$ cat src/rtl/mhp_pkg.sv
// Package for the 802.15.4 MAC header parser: status and addressing mode codes,
// header field lengths and the header report record.
// No dependencies.
package mhp_pkg;

	// Report status codes.
	typedef enum logic [2:0] {
		ST_OK        = 3'd0,
		ST_TRUNC     = 3'd1,
		ST_DEST_RSVD = 3'd2,
		ST_SRC_RSVD  = 3'd3,
		ST_NO_DEST   = 3'd4
	} status_t;

	// Addressing mode codes from the frame control word.
	typedef enum logic [1:0] {
		AM_NONE  = 2'd0,
		AM_RSVD  = 2'd1,
		AM_SHORT = 2'd2,
		AM_LONG  = 2'd3
	} addr_mode_t;

	// Byte positions and field lengths, in bytes.
	localparam logic [4:0] POS_FC_HI = 5'd1;
	localparam logic [4:0] POS_SEQ   = 5'd2;
	localparam logic [4:0] FIXED_LEN = 5'd3;
	localparam logic [4:0] PAN_LEN   = 5'd2;
	localparam logic [4:0] SHORT_LEN = 5'd2;
	localparam logic [4:0] LONG_LEN  = 5'd8;

	// One header report as it waits in the output buffer.
	typedef struct packed {
		status_t     status;
		logic [2:0]  frame_type;
		logic [7:0]  seq_num;
		logic [1:0]  dest_mode;
		logic [15:0] dest_pan;
		logic [63:0] dest_addr;
		logic [1:0]  src_mode;
		logic [15:0] src_pan;
		logic [63:0] src_addr;
		logic [4:0]  header_len;
	} report_t;

endpackage

$ cat src/rtl/mhp_byte_if.sv
// Byte channel of the MAC header parser: one frame byte and its last-byte mark per word.
// No dependencies.
interface mhp_byte_if;
	logic       valid;
	logic       ready;
	logic [7:0] in_byte;
	logic       in_last;

	modport source(output valid, output in_byte, output in_last, input ready);
	modport sink(input valid, input in_byte, input in_last, output ready);
endinterface

$ cat src/rtl/mhp_report_if.sv
// Report channel of the MAC header parser: one parsed header report per word.
// No dependencies.
interface mhp_report_if;
	logic        valid;
	logic        ready;
	logic [2:0]  status;
	logic [2:0]  frame_type;
	logic [7:0]  seq_num;
	logic [1:0]  dest_mode;
	logic [15:0] dest_pan;
	logic [63:0] dest_addr;
	logic [1:0]  src_mode;
	logic [15:0] src_pan;
	logic [63:0] src_addr;
	logic [4:0]  header_len;

	modport source(output valid, output status, output frame_type, output seq_num,
		output dest_mode, output dest_pan, output dest_addr, output src_mode,
		output src_pan, output src_addr, output header_len, input ready);
	modport sink(input valid, input status, input frame_type, input seq_num,
		input dest_mode, input dest_pan, input dest_addr, input src_mode,
		input src_pan, input src_addr, input header_len, output ready);
endinterface

$ cat src/rtl/ieee802154_mac_header_parser.sv
// IEEE 802.15.4 MAC header parser, top level.
// Depends on mhp_pkg, mhp_byte_if and mhp_report_if.
//
//   channel  interface      dir  word contents
//   -------  -------------  ---  ----------------------------------------------
//   frame    mhp_byte_if    in   in_byte, in_last (last byte of the frame)
//   report   mhp_report_if  out  status, frame_type, seq_num, modes, PANs,
//                                addresses, header_len
//
// One byte is taken per cycle while frame.ready is high; each byte up to the report
// updates the header registers, and a report it completes is written into the output buffer.
// Reports wait in a two-word output buffer; frame.ready drops only while both
// words are full, so bytes keep flowing while one report waits to be taken.
// arst_n clears the header registers and empties the output buffer.
// All header state is cleared again after the last byte of every frame.
module ieee802154_mac_header_parser (
	input logic           clk,
	input logic           arst_n,
	mhp_byte_if.sink      frame,
	mhp_report_if.source  report
);
	import mhp_pkg::*;

	// Header registers.
	logic [4:0]  pos_q;
	logic [15:0] fc_q;
	logic [7:0]  seq_q;
	logic [15:0] dpan_q;
	logic [63:0] daddr_q;
	logic [15:0] span_q;
	logic [63:0] saddr_q;
	logic        done_q;

	// Updated values for the current byte.
	logic [4:0]  n;
	logic [15:0] fc_n;
	logic [7:0]  seq_n;
	logic [15:0] dpan_n;
	logic [63:0] daddr_n;
	logic [15:0] span_n;
	logic [63:0] saddr_n;
	logic [1:0]  dm;
	logic [1:0]  sm;
	logic        comp;
	logic [4:0]  e1, e2, e3, e4;
	logic [2:0]  lane;
	logic        rep;
	status_t     st;
	logic [4:0]  hl;
	report_t     rpt_n;

	// Output buffer.
	report_t     buf_q [2];
	logic        wr_ptr_q;
	logic        rd_ptr_q;
	logic [1:0]  cnt_q;
	logic        accept;
	logic        push;
	logic        pop;
	report_t     rpt;

	assign accept = frame.valid && frame.ready;
	assign push   = accept && !done_q && rep;
	assign pop    = report.valid && report.ready;

	// Field update for the incoming byte and field boundaries.
	always_comb begin
		fc_n    = fc_q;
		seq_n   = seq_q;
		dpan_n  = dpan_q;
		daddr_n = daddr_q;
		span_n  = span_q;
		saddr_n = saddr_q;
		lane    = '0;
		n       = pos_q + 5'd1;

		if (pos_q == '0) begin
			fc_n[7:0] = frame.in_byte;
		end else if (pos_q == POS_FC_HI) begin
			fc_n[15:8] = frame.in_byte;
		end

		// Once the frame control word is in, the boundaries follow from it.
		dm   = fc_n[11:10];
		sm   = fc_n[15:14];
		comp = fc_n[6];
		e1   = FIXED_LEN + (dm[1] ? PAN_LEN : 5'd0);
		e2   = e1 + ((dm == AM_SHORT) ? SHORT_LEN : ((dm == AM_LONG) ? LONG_LEN : 5'd0));
		e3   = e2 + ((sm[1] && !comp) ? PAN_LEN : 5'd0);
		e4   = e3 + ((sm == AM_SHORT) ? SHORT_LEN : ((sm == AM_LONG) ? LONG_LEN : 5'd0));

		priority if (pos_q < POS_SEQ) begin
			// Frame control byte, handled above.
		end else if (pos_q == POS_SEQ) begin
			seq_n = frame.in_byte;
		end else if (pos_q < e1) begin
			if (pos_q[0]) begin
				dpan_n[7:0] = frame.in_byte;
			end else begin
				dpan_n[15:8] = frame.in_byte;
			end
		end else if (pos_q < e2) begin
			lane = pos_q[2:0] - e1[2:0];
			daddr_n[8*lane +: 8] = frame.in_byte;
		end else if (pos_q < e3) begin
			if (pos_q[0] ^ e2[0]) begin
				span_n[15:8] = frame.in_byte;
			end else begin
				span_n[7:0] = frame.in_byte;
			end
		end else if (pos_q < e4) begin
			lane = pos_q[2:0] - e3[2:0];
			saddr_n[8*lane +: 8] = frame.in_byte;
		end else begin
			// Past the header fields: nothing is stored.
		end
	end

	// Report decision and contents.
	always_comb begin
		rep = 1'b0;
		st  = ST_OK;
		hl  = '0;
		if (n >= FIXED_LEN) begin
			priority if (dm == AM_NONE && comp) begin
				rep = 1'b1;
				st  = ST_NO_DEST;
				hl  = FIXED_LEN;
			end else if (dm == AM_RSVD) begin
				rep = 1'b1;
				st  = ST_DEST_RSVD;
				hl  = FIXED_LEN;
			end else if (sm == AM_RSVD && n == e2) begin
				rep = 1'b1;
				st  = ST_SRC_RSVD;
				hl  = '0;
			end else if (sm != AM_RSVD && n == e4) begin
				rep = 1'b1;
				st  = ST_OK;
				hl  = e4;
			end else if (frame.in_last) begin
				rep = 1'b1;
				st  = ST_TRUNC;
				if (e4 <= n) begin
					hl = e4;
				end else if (e3 <= n) begin
					hl = e3;
				end else if (e2 <= n) begin
					hl = e2;
				end else if (e1 <= n) begin
					hl = e1;
				end else begin
					hl = FIXED_LEN;
				end
			end else begin
				// Header still in progress: no report yet.
			end
		end else if (frame.in_last) begin
			rep = 1'b1;
			st  = ST_TRUNC;
			hl  = n;
		end

		rpt_n.status     = st;
		rpt_n.frame_type = fc_n[2:0];
		rpt_n.seq_num    = (n >= FIXED_LEN) ? seq_n : '0;
		rpt_n.dest_mode  = dm;
		rpt_n.dest_pan   = (dm[1] && n >= e1) ? dpan_n : '0;
		rpt_n.dest_addr  = (dm[1] && n >= e2) ? daddr_n : '0;
		rpt_n.src_mode   = sm;
		rpt_n.src_pan    = (sm[1] && st != ST_SRC_RSVD && n >= e3 && n >= FIXED_LEN)
			? (comp ? dpan_n : span_n) : '0;
		rpt_n.src_addr   = (sm[1] && n >= e4 && n >= FIXED_LEN) ? saddr_n : '0;
		rpt_n.header_len = hl;
	end

	// Header registers: cleared after the last byte, frozen once reported.
	always_ff @(posedge clk or negedge arst_n) begin
		if (!arst_n) begin
			pos_q   <= '0;
			fc_q    <= '0;
			seq_q   <= '0;
			dpan_q  <= '0;
			daddr_q <= '0;
			span_q  <= '0;
			saddr_q <= '0;
			done_q  <= 1'b0;
		end else if (accept) begin
			if (frame.in_last) begin
				pos_q   <= '0;
				fc_q    <= '0;
				seq_q   <= '0;
				dpan_q  <= '0;
				daddr_q <= '0;
				span_q  <= '0;
				saddr_q <= '0;
				done_q  <= 1'b0;
			end else if (!done_q) begin
				pos_q   <= n;
				fc_q    <= fc_n;
				seq_q   <= seq_n;
				dpan_q  <= dpan_n;
				daddr_q <= daddr_n;
				span_q  <= span_n;
				saddr_q <= saddr_n;
				done_q  <= rep;
			end
		end
	end

	// Output buffer control.
	always_ff @(posedge clk or negedge arst_n) begin
		if (!arst_n) begin
			wr_ptr_q <= 1'b0;
			rd_ptr_q <= 1'b0;
			cnt_q    <= '0;
		end else begin
			if (push) begin
				wr_ptr_q <= !wr_ptr_q;
			end
			if (pop) begin
				rd_ptr_q <= !rd_ptr_q;
			end
			unique case ({push, pop})
				2'b10:   cnt_q <= cnt_q + 2'd1;
				2'b01:   cnt_q <= cnt_q - 2'd1;
				default: cnt_q <= cnt_q;
			endcase
		end
	end

	// Output buffer words.
	always_ff @(posedge clk) begin
		if (push) begin
			buf_q[wr_ptr_q] <= rpt_n;
		end
	end

	// Channel outputs.
	assign frame.ready       = (cnt_q != 2'd2);
	assign report.valid      = (cnt_q != 2'd0);
	assign rpt               = buf_q[rd_ptr_q];
	assign report.status     = rpt.status;
	assign report.frame_type = rpt.frame_type;
	assign report.seq_num    = rpt.seq_num;
	assign report.dest_mode  = rpt.dest_mode;
	assign report.dest_pan   = rpt.dest_pan;
	assign report.dest_addr  = rpt.dest_addr;
	assign report.src_mode   = rpt.src_mode;
	assign report.src_pan    = rpt.src_pan;
	assign report.src_addr   = rpt.src_addr;
	assign report.header_len = rpt.header_len;

	// A frame is only marked reported after at least the fixed header.
	a_done_pos: assert property (@(posedge clk) disable iff (!arst_n)
		done_q |-> (pos_q >= FIXED_LEN))
		else $error("header marked reported before the fixed header");

	// The last byte of a frame leaves the header registers clear.
	a_last_clears: assert property (@(posedge clk) disable iff (!arst_n)
		(accept && frame.in_last) |=> (pos_q == '0 && !done_q && fc_q == '0))
		else $error("header state not cleared after the last byte");

	// A complete header reports its own full length.
	a_ok_len: assert property (@(posedge clk) disable iff (!arst_n)
		(push && rpt_n.status == ST_OK) |-> (rpt_n.header_len == n))
		else $error("complete header with wrong length");

	// The buffer count goes up by one on a push without a pop.
	a_cnt: assert property (@(posedge clk) disable iff (!arst_n)
		(push && !pop) |=> (cnt_q == $past(cnt_q) + 2'd1))
		else $error("output buffer count lost a report");

	// At most one report between two last bytes unless the frame restarted.
	a_one_report: assert property (@(posedge clk) disable iff (!arst_n)
		done_q |-> !push)
		else $error("second report for one frame");

endmodule
$ cat src/flat_wrapper.sv
// flat-port wrapper written by rule: the top's interface ports become plain ports
module ieee802154_mac_header_parser_flat import mhp_pkg::*;
  (clk, arst_n, frame_valid, frame_in_byte, frame_in_last, frame_ready, report_valid, report_status, report_frame_type, report_seq_num, report_dest_mode, report_dest_pan, report_dest_addr, report_src_mode, report_src_pan, report_src_addr, report_header_len, report_ready);
  mhp_byte_if frame_i ();
  mhp_report_if report_i ();
  input logic clk;
  input logic arst_n;
  input wire logic [$bits(frame_i.valid)-1:0] frame_valid;
  input wire logic [$bits(frame_i.in_byte)-1:0] frame_in_byte;
  input wire logic [$bits(frame_i.in_last)-1:0] frame_in_last;
  output wire logic [$bits(frame_i.ready)-1:0] frame_ready;
  output wire logic [$bits(report_i.valid)-1:0] report_valid;
  output wire logic [$bits(report_i.status)-1:0] report_status;
  output wire logic [$bits(report_i.frame_type)-1:0] report_frame_type;
  output wire logic [$bits(report_i.seq_num)-1:0] report_seq_num;
  output wire logic [$bits(report_i.dest_mode)-1:0] report_dest_mode;
  output wire logic [$bits(report_i.dest_pan)-1:0] report_dest_pan;
  output wire logic [$bits(report_i.dest_addr)-1:0] report_dest_addr;
  output wire logic [$bits(report_i.src_mode)-1:0] report_src_mode;
  output wire logic [$bits(report_i.src_pan)-1:0] report_src_pan;
  output wire logic [$bits(report_i.src_addr)-1:0] report_src_addr;
  output wire logic [$bits(report_i.header_len)-1:0] report_header_len;
  input wire logic [$bits(report_i.ready)-1:0] report_ready;
  assign frame_i.valid = frame_valid;
  assign frame_i.in_byte = frame_in_byte;
  assign frame_i.in_last = frame_in_last;
  assign frame_ready = frame_i.ready;
  assign report_valid = report_i.valid;
  assign report_status = report_i.status;
  assign report_frame_type = report_i.frame_type;
  assign report_seq_num = report_i.seq_num;
  assign report_dest_mode = report_i.dest_mode;
  assign report_dest_pan = report_i.dest_pan;
  assign report_dest_addr = report_i.dest_addr;
  assign report_src_mode = report_i.src_mode;
  assign report_src_pan = report_i.src_pan;
  assign report_src_addr = report_i.src_addr;
  assign report_header_len = report_i.header_len;
  assign report_i.ready = report_ready;
  ieee802154_mac_header_parser u_core (.clk(clk), .arst_n(arst_n), .frame(frame_i), .report(report_i));
endmodule
$ cat config.mk
export PLATFORM = sky130hd
export DESIGN_NAME = ieee802154_mac_header_parser_flat
export DESIGN_NICKNAME = d
export VERILOG_FILES = /design/src/rtl/mhp_pkg.sv /design/src/rtl/mhp_byte_if.sv /design/src/rtl/mhp_report_if.sv /design/src/rtl/ieee802154_mac_header_parser.sv /design/src/flat_wrapper.sv
export SDC_FILE = /design/constraint.sdc
export NUM_CORES = 1
export LEC_CHECK = 0
export BUFFER_PORTS_ARGS = -buffer_cell sky130_fd_sc_hd__buf_2
export CAP_MARGIN = 0
export CORE_ASPECT_RATIO = 0.6
export CORE_MARGIN = 2
export CORE_UTILIZATION = 50
export DETAILED_ROUTE_END_ITERATION = 10
export HOLD_SLACK_MARGIN = 0.02
export MAX_ROUTING_LAYER = met4
export PLACE_DENSITY = 0.74
export SKIP_LAST_GASP = 1
export SLEW_MARGIN = 20
export SYNTH_ARGS = -nofsm -noshare
export SYNTH_HDL_FRONTEND = slang
export SYNTH_SLANG_ARGS = --single-unit
export TNS_END_PERCENT = 30
$ cat constraint.sdc
create_clock -name clk -period 11.8 [get_ports clk]
set_input_delay 0.59 -clock clk [delete_from_list [all_inputs] [get_ports clk]]
set_output_delay 0.59 -clock clk [all_outputs]
set_load 0.1 [all_outputs]
==> impl_metrics.yaml, run 1 <==
run_status:
  status: "completed"
final_layout:
  fin_nets: 2101
  final_cell_mix: "edfxtp_1 (366), buf_2 (196), mux2_2 (191)"
  syn_to_final_growth_pct: 12.2
  final_core_util_pct: 57.2
  final_common_cell: "edfxtp_1"
  final_cells: 2730
  drive_gt1_share_pct: 25.0
global_route:
  grt_max_degree: 89
  grt_pass1_wl_microns: 95900
  grt_pass1_vias: 16100
  track_usage_pct: 24.6
  grt_overflow_total: 0
  antenna_found_initial: 3
floorplanning:
  initial_core_util_pct: 50.9
  die_area_sq_um: 52500
  die_h_microns: 178
  num_rows: 63
  die_w_microns: 294
  core_area_sq_um: 49700
  io_pins: 198
clock_tree:
  cts_buffers: 49
  cts_root_buffer: "clkbuf_16"
  worst_skew_pair.late_latency_ns: 0.59
  cts_setup_buffers: 0
  cts_resized: 0
  clockBufferDepth: 3
  cts_tree: "built"
  cts.sinks: 552
  clkTransAtPathRegs_ns: 0.07
  htreeDepth: 2
  hold_buffers: 1
logic_synthesis:
  syn_inst: 1887
  synth_xor_xnor_area_share_pct: 0.485
  synth_fa_ha_area_share_pct: 2.48
  synth_edf_count: 366
  synth_ff_type: "edfxtp_1"
  synth_top_family_by_area: "multiplexers"
  postSynthAreaPerCell_sq_um: 13.4
  syn_area_sq_um: 25300
  synthMuxAreaShare_pct: 14.1
  synth-seq-cells: 552
  async_flop_share_pct: 33.7
  synth_fp_nets: 1949
  yosysWarnings: 0
  synth_cell_types: 69
  ys_seq_area_share_pct: 61.8
  synth-compound-area-share_pct: 9.89
  synthSimpleGateAreaFrac_pct: 8.57
placement:
  hpwl_microns: 40800
  numPortBuffers: 197
  place_inst: 2637
  gp_congestion: 0.976
detailed_routing:
  num_vias: 16400
  avgViaCountPerCell: 6.02
  wl_microns: 63200
  drt_iter0_drc: 1735
  drt-wirelength-per-cell_microns: 23.2
  drt_first_pass_iters: 6
  drtAntennaViolNets: 0
  drc: 0
critical_path:
  critPathLaunchType: "flip-flop"
  slowest_stage: "buf_4"
  path_max_fanout: 69
  max_stage_delay_ns: 0.81
  crit_type: "flip-flop to flip-flop"
  path_cells: "buf_4 -> inv_1 -> ha_1 -> nor4b_4 -> mux2_2 -> nor2_1 -> ha_1 -> ha_1 -> xnor2_1 -> ha_1 -> a31oi_1 -> xor2_1 -> ha_1 -> nand2_1 -> nand4bb_1 -> nand3b_1 -> a22oi_2 -> nor2_4 -> buf_4 -> buf_4"
  cp.arrival_ns: 7.16
  required_ns: 11.99
  end_kind: "flip-flop"
  cpMostUsedCell: "ha_1"
worst_hold_path:
  hold_path.class: "flip-flop to flip-flop"
sta:
  hold_viol: 0
  setup_viol: 0
  rsz0062_at_grt: "no"
  relSlewSlack_pct: 32.1
  skew_ns: 0.0275
  slew_violations: 0
  fmax_mhz: 144
  min_period_ns: 6.96
  worstMarginPinSlew_ns: 1.02
  finalCritPeriodShare_pct: 59.0
  fin_tns_setup_ns: 0
flow_run:
  drv_cap: 0
[cell type report]
| type | instances | area [sq um] |
|---|---|---|
| multi-input cells | 1176 | 9010 |
| inverters | 31 | 116 |
| clock buffers | 74 | 1420 |
| clock inverters | 17 | 140 |
| well taps | 650 | 813 |
| fillers | 3960 | 21300 |
| diodes | 1 | 2.50 |
| flip-flops and latches | 552 | 15600 |
| repair buffers | 229 | 1240 |
[worst max-delay path: cells and delay by family (launching register included)]
| kind | cells | cell delay (ns) |
|---|---|---|
| buffers and inverters | 4 | 1.92 |
| and+or+nand+nor | 6 | 1.22 |
| xor gates and xnor gates | 2 | 0.53 |
| DFF | 1 | 0.36 |
| adders and majority gates | 5 | 1.36 |
| muxes | 1 | 0.51 |
| AOI/OAI and AO/OA | 2 | 0.50 |
[sequential cells by signal, indices dropped and copies added (netlist names), 5 cells and up]
name / cells
u_core.buf_q: 366
u_core.saddr_q: 64
u_core.dpan_q: 16
u_core.fc_q: 8
u_core.span_q: 16
u_core.daddr_q: 64
u_core.seq_q: 8
u_core.pos_q: 5
[routing by layer]
layer  wire length (microns)  track usage (%)
met1                   29400             36.5
met2                   27800             35.2
met3                    4990             4.67
met4                    1110             5.14
met5                       0                -
[cell usage after synthesis, types with 30 or more instances]
master    count  share of area (%)
mux2_2      191                8.5
nor2_1      124                1.8
buf_2        37               0.73
mux2i_1     139                5.5
dfrtp_1     186                 18
a22o_1      125                4.3
nand2_1     148                2.2
a21oi_1      44               0.87
o21ai_0      49               0.97
nand3_1      50               0.99
and2_1       30               0.74
edfxtp_1    366                 43
ha_1         47                2.3
inv_1        31               0.46
clkbuf_1     79                1.2
[metrics by stage]
step / hold slack [ns] / cell area (sq um) / worst slack, ns
finish: 0.486 / 28400 / 4.84
global route: 0.495 / 28400 / 4.42
CTS: 0.480 / 28400 / 4.93
detailed placement: 0.471 / 26800 / 4.96
global placement: 0.461 / 26800 / 5.19
floorplan: 0.294 / 25300 / -0.786
[logic make-up after synthesis]
logic type / count (synthesis)
flops: 552
simple gates: 444
compound gates: 336
mux: 331
buf+inv: 159
fa+ha+maj: 49
xor+xnor: 14
other cells: 2
[final timing paths]
kind	depth (start not counted)	end	slack (ns)	start
hold / removal	2	u_core.dpan_q[5]	0.49	u_core.dpan_q[5]
min in group asynchronous	2	u_core.daddr_q[30]	0.53	arst_n
hold reg to reg	2	u_core.dpan_q[5]	0.49	u_core.dpan_q[5]
setup reg to reg	20	u_core.buf_q[1][180]	4.84	u_core.pos_q[0]
max in group asynchronous	3	u_core.saddr_q[26]	10.05	arst_n
setup / recovery	20	u_core.buf_q[1][180]	4.84	u_core.pos_q[0]
Power of run 1 is left out: the tool's default activity adds up to more than one toggle a clock period on the data nets, which glitch-free logic cannot reach.
==> run 2, diff against run 1 <==
--- a/config.mk
+++ b/config.mk
@@ -13,7 +13,7 @@
 export DETAILED_ROUTE_END_ITERATION = 10
 export HOLD_SLACK_MARGIN = 0.02
 export MAX_ROUTING_LAYER = met4
-export PLACE_DENSITY = 0.74
+export PLACE_DENSITY = 0.71
 export SKIP_LAST_GASP = 1
 export SLEW_MARGIN = 20
 export SYNTH_ARGS = -nofsm -noshare
==> constraint.sdc (replaced) <==
create_clock -name clk -period 6.6 [get_ports clk]
set_input_delay 0.33 -clock clk [delete_from_list [all_inputs] [get_ports clk]]
set_output_delay 0.33 -clock clk [all_outputs]
set_load 0.1 [all_outputs]
==> run 2 against run 1 <==
Compared with the run above: register-to-register slack worse by 4.1 ns; global-route usage is 0.87 points higher; worst setup slack worse by 4.1 ns; clock skew shrank 0.016 ns; die area is the same; flip-flop and latch count stayed put; sequential share of layout area shrank 0.63 points; critical path depth shrank 2; design area increased by 1.2%; routed wire length up 3.0%; non-clock buffer count increased by 1.
==> impl_metrics.yaml, run 2 (synthesis results as in run 1) <==
worst_hold_path:
  holdPathStages: 3
  hold_path.class: "primary input to flip-flop"
sta:
  finalCritPeriodShare_pct: 89.0
  rsz0062_at_grt: "no"
  fmax_mhz: 170
  slew_violations: 0
  whs_ns: 0.135
  min_period_ns: 5.87
  relSlewSlack_pct: 23.8
  setup_viol: 0
  worstMarginPinSlew_ns: 1.14
  skew_ns: 0.0118
  hold_viol: 0
clock_tree:
  clockBufferDepth: 3
  cts.sinks: 552
  cts_resized: 0
  worst_skew_pair.late_latency_ns: 0.58
  cts_tree: "built"
  cts_buffers: 51
  clkTransAtPathRegs_ns: 0.06
  htreeDepth: 2
  cts_root_buffer: "clkbuf_16"
critical_path:
  max_stage_delay_ns: 0.60
  cpMostUsedCell: "inv_1"
  cp.depth: 18
  crit_type: "flip-flop to flip-flop"
  slowest_stage: "dfrtp_1"
  end_kind: "flip-flop"
  critPathLaunchType: "flip-flop"
  path_cells: "inv_1 -> ha_4 -> nand2b_1 -> o21ai_0 -> and2_1 -> inv_1 -> ha_4 -> inv_1 -> ha_1 -> xor2_1 -> inv_1 -> ha_1 -> and4bb_2 -> and2_1 -> inv_1 -> nor4_4 -> o21ai_1 -> a22o_1"
  critPathTopFamily: "simple AND/OR/NAND/NOR gates"
  cp_num_buf_inv: 5
  reg2reg_depth: 18
  path_max_fanout: 17
  required_ns: 7.06
  cp.arrival_ns: 6.34
floorplanning:
  die_w_microns: 294
  initial_core_util_pct: 50.9
  core_area_sq_um: 49700
  die_area_sq_um: 52500
  die_h_microns: 178
  num_rows: 63
  io_pins: 198
global_route:
  antenna_found_initial: 2
  grt_pass1_wl_microns: 98600
  grt_overflow_total: 0
  grt_pass1_vias: 16500
  track_usage_pct: 25.4
  grt_max_degree: 89
final_layout:
  final_cells: 2736
  regMostFlops: "u_core.buf_q"
  ff_latch_area_sq_um: 15700
  fin_nets: 2104
  drive_gt1_share_pct: 25.6
  largest_reg_flops: 366
  nFillCells: 3948
  syn_to_final_growth_pct: 13.5
  reg_top3: "u_core.buf_q: 366 flops, u_core.daddr_q: 64 flops, u_core.saddr_q: 64 flops"
  multiInputGateArea_sq_um: 9110
  final_common_cell: "edfxtp_1"
  final_cell_mix: "edfxtp_1 (366), buf_2 (196), mux2_2 (190)"
placement:
  hpwl_microns: 41900
  gp_congestion: 0.905
  place_inst: 2638
  numPortBuffers: 197
detailed_routing:
  drc: 0
  drtAntennaViolNets: 0
  drt_iter0_drc: 1757
  avgViaCountPerCell: 6.08
  wl_microns: 65100
  num_vias: 16600
  drt-wirelength-per-cell_microns: 23.8
  drt_first_pass_iters: 6
run_status:
  status: "completed"
flow_run:
  drv_cap: 0
run 2: area by class of cell:
type,count,area share (%)
Clock buffer,78,5.26
Sequential cell,552,54.5
Multi-Input combinational cell,1176,31.7
Timing Repair Buffer,230,4.66
Clock inverter,17,0.632
Tap cell,650,2.83
Inverter,31,0.418
Antenna cell,2,0.0174
run 2: per-stage QoR:
step	setup WS (ns)	instance area (sq um)	TNS (ns)	utilization, %
3_5_place_dp	0.869	27000	0	54.4
5_1_grt	0.321	28700	0	57.8
4_1_cts	0.842	28700	0	57.8
2_1_floorplan	-0.337	25400	-119.35	-
3_3_place_gp	1.07	27000	0	54.4
6_report	0.727	28700	0	57.8
run 2: metal layers:
metal  GRT usage [%]  wire, microns  vias to the layer above
met5               -              0                        -
met4            5.38           1130                        0
met3            5.05           5220                       86
met2            35.8          28000                      700
met1            38.2          30800                     8448
li1                -              -                     7399
run 2: repair_timing:
item / 4_1_cts / 5_1_grt
hold buffers: 1 / 0
setup endpoints to repair: 0 / 0
setup buffers: 0 / 0
hold endpoints to repair: 30 / 0
run 2: worst min-delay path, delay by kind of cell:
family	cells	cell delay, ns
buffers and inverters	1	0.07
and+or+nand+nor	1	0.18
xor gates and xnor gates	1	0.09
run 2: final timing paths:
check | startpoint | endpoint | slack (ns)
min in group asynchronous | arst_n | u_core.daddr_q[25] | 0.19
min | report_ready | u_core.rd_ptr_q | 0.13
max in group asynchronous | arst_n | u_core.saddr_q[26] | 5.29
max reg2reg | u_core.pos_q[1] | u_core.saddr_q[33] | 0.73
max | u_core.pos_q[1] | u_core.saddr_q[33] | 0.73
min reg2reg | u_core.dpan_q[5] | u_core.dpan_q[5] | 0.48
Power of run 2 is left out for the same reason.
